`config.mk`:
```
export PLATFORM = sky130hd
export DESIGN_NAME = windowed_rms_current_meter_core_flat
export DESIGN_NICKNAME = d
export VERILOG_FILES = /design/src/rtl/core/rmsm_pkg.sv /design/src/rtl/core/rmsm_in_if.sv /design/src/rtl/core/rmsm_out_if.sv /design/src/rtl/core/rmsm_cfg_if.sv /design/src/rtl/core/rmsm_ctrl.sv /design/src/rtl/core/rmsm_datapath.sv /design/src/rtl/core/windowed_rms_current_meter_core.sv /design/src/flat_wrapper.sv
export SDC_FILE = /design/constraint.sdc
export NUM_CORES = 2
export LEC_CHECK = 0
export BUFFER_PORTS_ARGS = -buffer_cell sky130_fd_sc_hd__buf_2
export CAP_MARGIN = 10
export CORE_MARGIN = 4
export CORE_UTILIZATION = 55
export CTS_CLUSTER_SIZE = 25
export DETAILED_ROUTE_END_ITERATION = 10
export PLACE_DENSITY = 0.72
export SLEW_MARGIN = 0
export SYNTH_ARGS = -nofsm -noshare
export SYNTH_HDL_FRONTEND = slang
export SYNTH_HIERARCHICAL = 1
export SYNTH_SLANG_ARGS = --single-unit
```
`constraint.sdc`:
```
create_clock -name clk -period 16.75 [get_ports clk]
set_input_delay 1.675 -clock clk [delete_from_list [all_inputs] [get_ports clk]]
set_output_delay 1.675 -clock clk [all_outputs]
set_load 0.1 [all_outputs]
```
`src/rtl/core/rmsm_pkg.sv`:
```
package rmsm_pkg;

    // Field widths
    localparam int SAMPLE_FIELD_W = 10;
    localparam int ZERO_W         = 10;
    localparam int TICK_W         = 16;
    localparam int GAIN_W         = 20;
    localparam int CUR_W          = 22;
    localparam int RMS_W          = 18;
    localparam int MEAN_W         = 20;
    localparam int COUNT_W        = 24;

    // Datapath sizing
    localparam int SAMPLE_BITS   = 10;
    localparam int SUM_BITS      = 40;
    localparam int DEV_W         = (SAMPLE_BITS > ZERO_W) ? SAMPLE_BITS : ZERO_W;
    localparam int SQ_W          = 2 * DEV_W;
    localparam int MEAN_CLAMP_W  = 32;
    localparam int FRAC_W        = 16;
    localparam int RAD_W         = MEAN_CLAMP_W + FRAC_W;
    localparam int ROOT_W        = RAD_W / 2;
    localparam int RREM_W        = ROOT_W + 1;
    localparam int PROD_W        = ROOT_W + GAIN_W;
    localparam int STEP_W        = $clog2(SUM_BITS);

    // Configuration port
    localparam int CFG_IDX_W  = 2;
    localparam int CFG_DATA_W = 20;

    localparam logic [CFG_IDX_W-1:0] REG_ZERO_OFFSET  = 2'd0;
    localparam logic [CFG_IDX_W-1:0] REG_WINDOW_TICKS = 2'd1;
    localparam logic [CFG_IDX_W-1:0] REG_GAIN         = 2'd2;

    localparam logic [ZERO_W-1:0] ZERO_OFFSET_RST  = 10'd512;
    localparam logic [TICK_W-1:0] WINDOW_TICKS_RST = 16'd20000;
    localparam logic [GAIN_W-1:0] GAIN_RST         = 20'd125123;

    // Item commands
    localparam logic CMD_SAMPLE = 1'b0;
    localparam logic CMD_TICK   = 1'b1;

    typedef enum logic [5:0] {
        ST_IDLE      = 6'b000001,
        ST_DIV       = 6'b000010,
        ST_ROOT_INIT = 6'b000100,
        ST_ROOT      = 6'b001000,
        ST_MUL       = 6'b010000,
        ST_EMIT      = 6'b100000
    } state_t;

    typedef struct packed {
        logic take_sample;
        logic take_tick;
        logic div_step;
        logic root_load;
        logic root_step;
        logic mul_load;
        logic out_load;
    } dp_cmd_t;

endpackage

```
`src/rtl/core/rmsm_in_if.sv`:
```
interface rmsm_in_if import rmsm_pkg::*; ();
    logic                      valid;
    logic                      ready;
    logic                      cmd;
    logic [SAMPLE_FIELD_W-1:0] sample;

    modport source (output valid, output cmd, output sample, input ready);
    modport sink   (input valid, input cmd, input sample, output ready);
endinterface

```
`src/rtl/core/rmsm_out_if.sv`:
```
interface rmsm_out_if import rmsm_pkg::*; ();
    logic               valid;
    logic               ready;
    logic [CUR_W-1:0]   current_ma;
    logic [RMS_W-1:0]   rms_q8;
    logic [MEAN_W-1:0]  mean_square;
    logic [COUNT_W-1:0] sample_count;
    logic               empty_res;
    logic               sum_saturated;

    modport source (output valid, output current_ma, output rms_q8, output mean_square,
                    output sample_count, output empty_res, output sum_saturated,
                    input ready);
    modport sink   (input valid, input current_ma, input rms_q8, input mean_square,
                    input sample_count, input empty_res, input sum_saturated,
                    output ready);
endinterface

```
`src/rtl/core/rmsm_cfg_if.sv`:
```
interface rmsm_cfg_if import rmsm_pkg::*; ();
    logic                  valid;
    logic                  ready;
    logic [CFG_IDX_W-1:0]  index;
    logic [CFG_DATA_W-1:0] data;

    modport source (output valid, output index, output data, input ready);
    modport sink   (input valid, input index, input data, output ready);
endinterface

```
`src/rtl/core/rmsm_ctrl.sv`:
```
module rmsm_ctrl import rmsm_pkg::*;
(
    input  logic      clk,
    input  logic      rst_n,
    rmsm_in_if.sink   meas,
    input  logic      win_end,
    input  logic      res_ready,
    output logic      res_valid,
    output dp_cmd_t   cmd
);

    state_t            state_reg, state_next;
    logic [STEP_W-1:0] step_reg, step_next;
    logic              res_valid_reg, res_valid_next;

    assign meas.ready = (state_reg == ST_IDLE);
    assign res_valid  = res_valid_reg;

    always_comb
    begin
        state_next     = state_reg;
        step_next      = step_reg;
        res_valid_next = res_valid_reg && !res_ready;
        cmd            = '0;
        case (state_reg)
            ST_IDLE:
            begin
                if (meas.valid)
                begin
                    if (meas.cmd == CMD_SAMPLE)
                    begin
                        cmd.take_sample = 1'b1;
                    end
                    else
                    begin
                        cmd.take_tick = 1'b1;
                        if (win_end)
                        begin
                            state_next = ST_DIV;
                            step_next  = STEP_W'(SUM_BITS - 1);
                        end
                    end
                end
            end
            ST_DIV:
            begin
                cmd.div_step = 1'b1;
                if (step_reg == '0)
                begin
                    state_next = ST_ROOT_INIT;
                end
                else
                begin
                    step_next = step_reg - 1'b1;
                end
            end
            ST_ROOT_INIT:
            begin
                cmd.root_load = 1'b1;
                step_next     = STEP_W'(ROOT_W - 1);
                state_next    = ST_ROOT;
            end
            ST_ROOT:
            begin
                cmd.root_step = 1'b1;
                if (step_reg == '0)
                begin
                    state_next = ST_MUL;
                end
                else
                begin
                    step_next = step_reg - 1'b1;
                end
            end
            ST_MUL:
            begin
                cmd.mul_load = 1'b1;
                state_next   = ST_EMIT;
            end
            ST_EMIT:
            begin
                // hold until the output register is free
                if (!res_valid_reg || res_ready)
                begin
                    cmd.out_load   = 1'b1;
                    res_valid_next = 1'b1;
                    state_next     = ST_IDLE;
                end
            end
            default:
            begin
                state_next = ST_IDLE;
            end
        endcase
    end

    always_ff @(posedge clk or negedge rst_n)
    begin
        if (!rst_n)
        begin
            state_reg     <= ST_IDLE;
            step_reg      <= '0;
            res_valid_reg <= 1'b0;
        end
        else
        begin
            state_reg     <= state_next;
            step_reg      <= step_next;
            res_valid_reg <= res_valid_next;
        end
    end

endmodule

```
`src/rtl/core/rmsm_datapath.sv`:
```
module rmsm_datapath import rmsm_pkg::*;
(
    input  logic                      clk,
    input  logic                      rst_n,
    rmsm_cfg_if.sink                  cfg,
    input  logic [SAMPLE_FIELD_W-1:0] sample,
    input  dp_cmd_t                   cmd,
    output logic                      win_end,
    output logic [CUR_W-1:0]          current_ma,
    output logic [RMS_W-1:0]          rms_q8,
    output logic [MEAN_W-1:0]         mean_square,
    output logic [COUNT_W-1:0]        sample_count,
    output logic                      empty_res,
    output logic                      sum_saturated
);

    localparam logic [SUM_BITS-1:0] SUM_LIM   = {SUM_BITS{1'b1}};
    localparam logic [COUNT_W-1:0]  COUNT_LIM = {COUNT_W{1'b1}};

    // configuration
    logic [ZERO_W-1:0] zero_offset_reg, zero_offset_next;
    logic [TICK_W-1:0] window_ticks_reg, window_ticks_next;
    logic [GAIN_W-1:0] gain_reg, gain_next;

    // window accumulation
    logic [TICK_W-1:0]   tick_reg, tick_next;
    logic [SUM_BITS-1:0] sum_reg, sum_next;
    logic [COUNT_W-1:0]  count_reg, count_next;
    logic                sat_reg, sat_next;

    // back end
    logic [SUM_BITS-1:0] quo_reg, quo_next;
    logic [COUNT_W-1:0]  rem_reg, rem_next;
    logic [COUNT_W-1:0]  dvs_reg, dvs_next;
    logic                snap_sat_reg, snap_sat_next;
    logic [RAD_W-1:0]    rad_reg, rad_next;
    logic [RREM_W-1:0]   rrem_reg, rrem_next;
    logic [ROOT_W-1:0]   root_reg, root_next;
    logic [PROD_W-1:0]   prod_reg, prod_next;

    // result register
    logic [CUR_W-1:0]   cur_out_reg, cur_out_next;
    logic [RMS_W-1:0]   rms_out_reg, rms_out_next;
    logic [MEAN_W-1:0]  mean_out_reg, mean_out_next;
    logic [COUNT_W-1:0] cnt_out_reg, cnt_out_next;
    logic               empty_out_reg, empty_out_next;
    logic               sat_out_reg, sat_out_next;

    logic [SAMPLE_BITS-1:0] samp;
    logic [DEV_W-1:0]       dev_a, dev_b, dev;
    logic [SQ_W-1:0]        sq;
    logic [SUM_BITS-1:0]    sq_ext, headroom;
    logic                   sat_hit;
    logic [TICK_W-1:0]      tick_inc;

    logic [COUNT_W:0]       div_sh, div_diff;
    logic                   div_fits;

    logic [SUM_BITS-1:0]     quo_upper;
    logic [MEAN_CLAMP_W-1:0] mean_cl;
    logic [RREM_W+1:0]       rt_sh, rt_trial, rt_diff;
    logic                    rt_ge;

    logic [PROD_W-FRAC_W-1:0] cur_full;
    logic                     empty_now;

    assign cfg.ready = 1'b1;

    // accumulate
    assign samp     = SAMPLE_BITS'(sample);
    assign dev_a    = DEV_W'(zero_offset_reg);
    assign dev_b    = DEV_W'(samp);
    assign dev      = (dev_a >= dev_b) ? (dev_a - dev_b) : (dev_b - dev_a);
    assign sq       = dev * dev;
    assign sq_ext   = SUM_BITS'(sq);
    assign headroom = SUM_LIM - sum_reg;
    assign sat_hit  = (sq_ext >= headroom);
    assign tick_inc = tick_reg + 1'b1;
    assign win_end  = (tick_inc >= window_ticks_reg);

    // restoring divide, one quotient bit a step
    assign div_sh   = {rem_reg, quo_reg[SUM_BITS-1]};
    assign div_fits = (div_sh >= {1'b0, dvs_reg});
    assign div_diff = div_sh - {1'b0, dvs_reg};

    // root radicand: mean clamped to 32 bits, then Q16
    assign quo_upper = quo_reg >> MEAN_CLAMP_W;
    assign mean_cl   = (|quo_upper) ? {MEAN_CLAMP_W{1'b1}} : MEAN_CLAMP_W'(quo_reg);

    // digit-by-digit root, one root bit a step
    assign rt_sh    = {rrem_reg, rad_reg[RAD_W-1 -: 2]};
    assign rt_trial = (RREM_W+2)'({root_reg, 2'b01});
    assign rt_ge    = (rt_sh >= rt_trial);
    assign rt_diff  = rt_sh - rt_trial;

    assign cur_full  = prod_reg[PROD_W-1:FRAC_W];
    assign empty_now = (dvs_reg == '0);

    always_comb
    begin
        zero_offset_next  = zero_offset_reg;
        window_ticks_next = window_ticks_reg;
        gain_next         = gain_reg;
        if (cfg.valid && cfg.ready)
        begin
            case (cfg.index)
                REG_ZERO_OFFSET:  zero_offset_next  = cfg.data[ZERO_W-1:0];
                REG_WINDOW_TICKS: window_ticks_next = cfg.data[TICK_W-1:0];
                REG_GAIN:         gain_next         = cfg.data[GAIN_W-1:0];
                default:          ;
            endcase
        end
    end

    always_comb
    begin
        tick_next     = tick_reg;
        sum_next      = sum_reg;
        count_next    = count_reg;
        sat_next      = sat_reg;
        quo_next      = quo_reg;
        rem_next      = rem_reg;
        dvs_next      = dvs_reg;
        snap_sat_next = snap_sat_reg;
        rad_next      = rad_reg;
        rrem_next     = rrem_reg;
        root_next     = root_reg;
        prod_next     = prod_reg;

        if (cmd.take_sample)
        begin
            if (sat_hit)
            begin
                sum_next = SUM_LIM;
                sat_next = 1'b1;
            end
            else
            begin
                sum_next = sum_reg + sq_ext;
            end
            if (count_reg != COUNT_LIM)
            begin
                count_next = count_reg + 1'b1;
            end
        end

        if (cmd.take_tick)
        begin
            if (win_end)
            begin
                // hand the window to the back end and start a new one
                quo_next      = sum_reg;
                dvs_next      = count_reg;
                rem_next      = '0;
                snap_sat_next = sat_reg;
                tick_next     = '0;
                sum_next      = '0;
                count_next    = '0;
                sat_next      = 1'b0;
            end
            else
            begin
                tick_next = tick_inc;
            end
        end

        if (cmd.div_step)
        begin
            rem_next = div_fits ? div_diff[COUNT_W-1:0] : div_sh[COUNT_W-1:0];
            quo_next = {quo_reg[SUM_BITS-2:0], div_fits};
        end

        if (cmd.root_load)
        begin
            rad_next  = {mean_cl, {FRAC_W{1'b0}}};
            rrem_next = '0;
            root_next = '0;
        end

        if (cmd.root_step)
        begin
            rrem_next = rt_ge ? rt_diff[RREM_W-1:0] : rt_sh[RREM_W-1:0];
            root_next = {root_reg[ROOT_W-2:0], rt_ge};
            rad_next  = {rad_reg[RAD_W-3:0], 2'b00};
        end

        if (cmd.mul_load)
        begin
            prod_next = root_reg * gain_reg;
        end
    end

    always_comb
    begin
        cur_out_next   = cur_out_reg;
        rms_out_next   = rms_out_reg;
        mean_out_next  = mean_out_reg;
        cnt_out_next   = cnt_out_reg;
        empty_out_next = empty_out_reg;
        sat_out_next   = sat_out_reg;
        if (cmd.out_load)
        begin
            cnt_out_next   = dvs_reg;
            empty_out_next = empty_now;
            sat_out_next   = snap_sat_reg;
            if (empty_now)
            begin
                cur_out_next  = '0;
                rms_out_next  = '0;
                mean_out_next = '0;
            end
            else
            begin
                cur_out_next  = (|(cur_full >> CUR_W)) ? {CUR_W{1'b1}} : CUR_W'(cur_full);
                rms_out_next  = (|(root_reg >> RMS_W)) ? {RMS_W{1'b1}} : RMS_W'(root_reg);
                mean_out_next = (|(quo_reg >> MEAN_W)) ? {MEAN_W{1'b1}} : MEAN_W'(quo_reg);
            end
        end
    end

    always_ff @(posedge clk or negedge rst_n)
    begin
        if (!rst_n)
        begin
            zero_offset_reg  <= ZERO_OFFSET_RST;
            window_ticks_reg <= WINDOW_TICKS_RST;
            gain_reg         <= GAIN_RST;
            tick_reg         <= '0;
            sum_reg          <= '0;
            count_reg        <= '0;
            sat_reg          <= 1'b0;
        end
        else
        begin
            zero_offset_reg  <= zero_offset_next;
            window_ticks_reg <= window_ticks_next;
            gain_reg         <= gain_next;
            tick_reg         <= tick_next;
            sum_reg          <= sum_next;
            count_reg        <= count_next;
            sat_reg          <= sat_next;
        end
    end

    always_ff @(posedge clk)
    begin
        quo_reg       <= quo_next;
        rem_reg       <= rem_next;
        dvs_reg       <= dvs_next;
        snap_sat_reg  <= snap_sat_next;
        rad_reg       <= rad_next;
        rrem_reg      <= rrem_next;
        root_reg      <= root_next;
        prod_reg      <= prod_next;
        cur_out_reg   <= cur_out_next;
        rms_out_reg   <= rms_out_next;
        mean_out_reg  <= mean_out_next;
        cnt_out_reg   <= cnt_out_next;
        empty_out_reg <= empty_out_next;
        sat_out_reg   <= sat_out_next;
    end

    assign current_ma    = cur_out_reg;
    assign rms_q8        = rms_out_reg;
    assign mean_square   = mean_out_reg;
    assign sample_count  = cnt_out_reg;
    assign empty_res     = empty_out_reg;
    assign sum_saturated = sat_out_reg;

endmodule

```
`src/rtl/core/windowed_rms_current_meter_core.sv`:
```
// Channel  Dir  Handshake     Payload
// meas     in   valid/ready   cmd, sample
// result   out  valid/ready   current_ma, rms_q8, mean_square, sample_count,
//                             empty_res, sum_saturated
// cfg      in   valid/ready   index, data (0 zero_offset, 1 window_ticks, 2 gain)
//
// A sample or a tick that does not close the window is taken in ST_IDLE; meas.ready stays high.
// A tick that closes the window runs the restoring divider (one quotient bit a cycle),
// then the root unit (one root bit a cycle) and the gain multiply before the result
// is loaded; meas.ready stays low meanwhile.
// A finished result waits in the output register; a further window end waits
// only while that register is still full. cfg.ready is always high.
// Reset clears all counters, the sum and the handshake state; no clearing pass.
module windowed_rms_current_meter_core import rmsm_pkg::*;
(
    input  logic        clk,
    input  logic        rst_n,
    rmsm_in_if.sink     meas,
    rmsm_out_if.source  result,
    rmsm_cfg_if.sink    cfg
);

    dp_cmd_t dp_cmd;
    logic    win_end;
    logic    res_valid;

    rmsm_ctrl u_ctrl
    (
        .clk       (clk),
        .rst_n     (rst_n),
        .meas      (meas),
        .win_end   (win_end),
        .res_ready (result.ready),
        .res_valid (res_valid),
        .cmd       (dp_cmd)
    );

    rmsm_datapath u_datapath
    (
        .clk           (clk),
        .rst_n         (rst_n),
        .cfg           (cfg),
        .sample        (meas.sample),
        .cmd           (dp_cmd),
        .win_end       (win_end),
        .current_ma    (result.current_ma),
        .rms_q8        (result.rms_q8),
        .mean_square   (result.mean_square),
        .sample_count  (result.sample_count),
        .empty_res     (result.empty_res),
        .sum_saturated (result.sum_saturated)
    );

    assign result.valid = res_valid;

endmodule

```
`src/flat_wrapper.sv`:
```
// flat-port wrapper written by rule: the top's interface ports become plain ports
module windowed_rms_current_meter_core_flat import rmsm_pkg::*;
  (clk, rst_n, meas_valid, meas_cmd, meas_sample, meas_ready, result_valid, result_current_ma, result_rms_q8, result_mean_square, result_sample_count, result_empty_res, result_sum_saturated, result_ready, cfg_valid, cfg_index, cfg_data, cfg_ready);
  rmsm_in_if meas_i ();
  rmsm_out_if result_i ();
  rmsm_cfg_if cfg_i ();
  input  logic clk;
  input  logic rst_n;
  input wire logic [$bits(meas_i.valid)-1:0] meas_valid;
  input wire logic [$bits(meas_i.cmd)-1:0] meas_cmd;
  input wire logic [$bits(meas_i.sample)-1:0] meas_sample;
  output wire logic [$bits(meas_i.ready)-1:0] meas_ready;
  output wire logic [$bits(result_i.valid)-1:0] result_valid;
  output wire logic [$bits(result_i.current_ma)-1:0] result_current_ma;
  output wire logic [$bits(result_i.rms_q8)-1:0] result_rms_q8;
  output wire logic [$bits(result_i.mean_square)-1:0] result_mean_square;
  output wire logic [$bits(result_i.sample_count)-1:0] result_sample_count;
  output wire logic [$bits(result_i.empty_res)-1:0] result_empty_res;
  output wire logic [$bits(result_i.sum_saturated)-1:0] result_sum_saturated;
  input wire logic [$bits(result_i.ready)-1:0] result_ready;
  input wire logic [$bits(cfg_i.valid)-1:0] cfg_valid;
  input wire logic [$bits(cfg_i.index)-1:0] cfg_index;
  input wire logic [$bits(cfg_i.data)-1:0] cfg_data;
  output wire logic [$bits(cfg_i.ready)-1:0] cfg_ready;
  assign meas_i.valid = meas_valid;
  assign meas_i.cmd = meas_cmd;
  assign meas_i.sample = meas_sample;
  assign meas_ready = meas_i.ready;
  assign result_valid = result_i.valid;
  assign result_current_ma = result_i.current_ma;
  assign result_rms_q8 = result_i.rms_q8;
  assign result_mean_square = result_i.mean_square;
  assign result_sample_count = result_i.sample_count;
  assign result_empty_res = result_i.empty_res;
  assign result_sum_saturated = result_i.sum_saturated;
  assign result_i.ready = result_ready;
  assign cfg_i.valid = cfg_valid;
  assign cfg_i.index = cfg_index;
  assign cfg_i.data = cfg_data;
  assign cfg_ready = cfg_i.ready;
  windowed_rms_current_meter_core u_core (.clk(clk), .rst_n(rst_n), .meas(meas_i), .result(result_i), .cfg(cfg_i));
endmodule
```
==> flow_summary.toml <==
[routing]
remaining_drc_errors = 0
drtAntennaViolNets = 0
avgViaCountPerCell = 5.58
wirelength_um = 92000
wl_per_cell_um = 18.2
num_vias = 28147
drt_first_pass_iters = 6
first_iter_violations = 1914

[cts]
clockRootBuffer = "clkbuf_16"
numCtsBuffers = 47
cts_hold_buf = 0
clk_pin_slew_ns = 0.06
cts_tree = "built"
cts_buffer_depth = 3
cts-resized-gates = 0
cts_num_sinks = 424
insertion_delay_ns = 0.59
postCtsSetupBuffers = 0
htreeDepth = 2

[sta]
min_period_ns = 11.07
setup_violations = 0
min_period_over_period_pct = 66.1
worst_clock_skew_ns = 0.0351
finalMaxSlewViolations = 0
max_slew_margin_pct = 19.2
setup_tns_ns = 0
max_freq_mhz = 90.4
worst_pin_slew_ns = 1.21
finalHoldViolations = 0
rsz0062_at_grt = "no"

[grt]
gr-total-overflow = 0
antenna_found_initial = 0
grt_pass1_vias = 28891
grt_usage_pct = 24.2
grt_pass1_wl_um = 151000
grt_max_degree = 78

[floorplan]
die_area_um2 = 76500
die_x_um = 277
placementRows = 98
start_util_pct = 55.5
die_y_um = 277
io_pins = 127
coreArea_um2 = 71500

[synthesis]
synth_xor_area_share_pct = 3.59
ys_ff_latch = 424
synth_fa_ha_area_share_pct = 32.2
synth_seq_area_share_pct = 30.4
synth_edf_count = 284
synth_top_family_by_area = "adder cells"
syn-cell-area_um2 = 39700
syn-num-nets = 4790
synth-compound-area-share_pct = 8.05
yosys_most_used_dff = "edfxtp_1"
syn-instance-count = 3997
synth_cell_types = 85
synth-simple-area-share_pct = 14.8
synth_warnings = 6
async_reset_ff_share_pct = 33.0
syn_area_per_cell_um2 = 9.93
synth_mux_area_share_pct = 3.19

[place]
port_buffers = 125
place.gp.congestion = 0.888
hpwl_um = 68100

[layout]
drive_gt1_share_pct = 9.50
multi_input_area_um2 = 24600
regArea_um2 = 12100
nets = 4849
area_growth_pct = 8.22
fillers = 6006

[setup_path]
cp-end-kind = "flop"
cpPeakStageDelay_ns = 0.65
crit_fanout = 11
worstSetupStartpointType = "primary input"
cp_slowest_cell = "xor2_1"
worstPathRequired_ns = 17.25
critPathKind = "primary input to flop"
cp.arrival_ns = 11.57
worst-path-buf-inv = 6
crit_family = "adder cells"

[job]
maxCapViolCount = 0

[outcome]
outcome = "finished, final reports clean"

[min_path]
hp-class = "flop to flop"
==> cell usage in the layout, fill, tap and decap left out, types with 10 or more instances in the layout <==
cell and instances:
a21o_1 56, a21oi_1 137, a311oi_1 15, a31oi_1 33
and2_1 205, and3_1 32, buf_2 124, buf_4 54
clkbuf_1 13, clkbuf_16 51, dfrtp_1 124, dfstp_2 16
edfxtp_1 284, fa_1 443, ha_1 312, inv_1 639
mux2_2 78, mux2i_1 37, nand2_1 466, nand2b_1 24
nand3_1 52, nand4_1 33, nor2_1 249, nor2b_1 47
nor3_1 62, nor4_1 17, o211ai_1 10, o21a_1 17
o21ai_0 92, o21bai_1 15, o22ai_1 10, or2_2 12
xnor2_1 83, xor2_1 76
==> layer usage <==
| metal | vias up | wire length (um) | track usage (%) |
|---|---|---|---|
| met2 | 868 | 44100 | 40.3 |
| li1 | 13133 | - | - |
| met5 | - | 0 | 0 |
| met4 | 0 | 2510 | 6.24 |
| met1 | 13976 | 39300 | 33.4 |
| met3 | 170 | 6050 | 3.71 |
==> synthesized netlist by cell type, types with 37 or more instances <==
cell	count	area share [%]
edfxtp_1	284	21
xor2_1	76	1.7
nor2b_1	47	0.74
dfrtp_1	124	7.8
ha_1	312	9.8
o21ai_0	92	1.2
nor2_1	251	2.4
nor3_1	62	0.78
a21o_1	56	1.1
nand2_1	466	4.4
nand3_1	52	0.66
mux2i_1	37	0.93
clkbuf_1	156	1.5
mux2_2	78	2.2
xnor2_1	83	1.8
and2_1	205	3.2
a21oi_1	137	1.7
inv_1	641	6.1
fa_1	443	22
==> per-stage QoR <==
stage | area (um2) | hold WS [ns] | cells | util (%) | setup slack (ns)
after global routing | 42900 | 0.440 | 5045 | 60.1 | 4.94
final | 42900 | 0.434 | 5046 | 60.1 | 5.68
after global placement | 41300 | 0.420 | 4956 | 57.7 | 5.26
after detailed placement | 41300 | 0.418 | 4956 | 57.7 | 5.13
after floorplan | 39700 | 0.400 | 3997 | - | 6.46
after CTS | 42900 | 0.432 | 5044 | 60.0 | 5.73
==> worst paths after layout <==
kind / slack (ns) / end / cells past startpoint / startpoint
max: 5.68 / u_core/u_datapath/sum_reg[14]$_DFF_PN0_ / 37 / meas_sample[0]
min: 0.43 / u_core/u_datapath/sum_saturated$_DFFE_PP_ / 0 / u_core/u_datapath/snap_sat_reg$_DFFE_PP_
max reg2reg: 6.53 / u_core/u_datapath/sum_reg[14]$_DFF_PN0_ / 35 / u_core/u_datapath/dev_a[0]$_DFFE_PN0P_
min reg2reg: 0.43 / u_core/u_datapath/sum_saturated$_DFFE_PP_ / 0 / u_core/u_datapath/snap_sat_reg$_DFFE_PP_
max in group asynchronous: 14.21 / u_core/u_datapath/gain_reg[12]$_DFFE_PN0P_ / 2 / rst_n
min in group asynchronous: 1.09 / u_core/u_datapath/sum_reg[11]$_DFF_PN0_ / 1 / rst_n
==> worst register-to-register path: cells and delay by family, from the launching register on <==
kind / cells / cell delay (ns)
buf+inv: 4 / 0.19
simple gates: 8 / 1.67
compound gates: 12 / 2.93
xor+xnor: 2 / 0.77
flops: 1 / 0.39
mux: 1 / 0.40
fa+ha+maj: 8 / 3.79
==> cell type report <==
type	count	share of cell area (%)
tap	950	2.77
clock inverter	20	0.612
clock buffer	68	3.21
multi-input combinational	2757	57.3
antenna	1	0.00583
inverter	647	5.66
timing repair buffer	179	2.42
sequential	424	28.1
==> logic make-up after synthesis <==
family                     Yosys count
other                                1
adders and majority gates          755
buffers and inverters              816
DFF                                424
xor gates and xnor gates           161
muxes                              116
and+or+nand+nor                   1240
AOI/OAI and AO/OA                  484
Power is not shown: default switching activity piles up to over one toggle a cycle in this logic, so the estimate is an artifact.
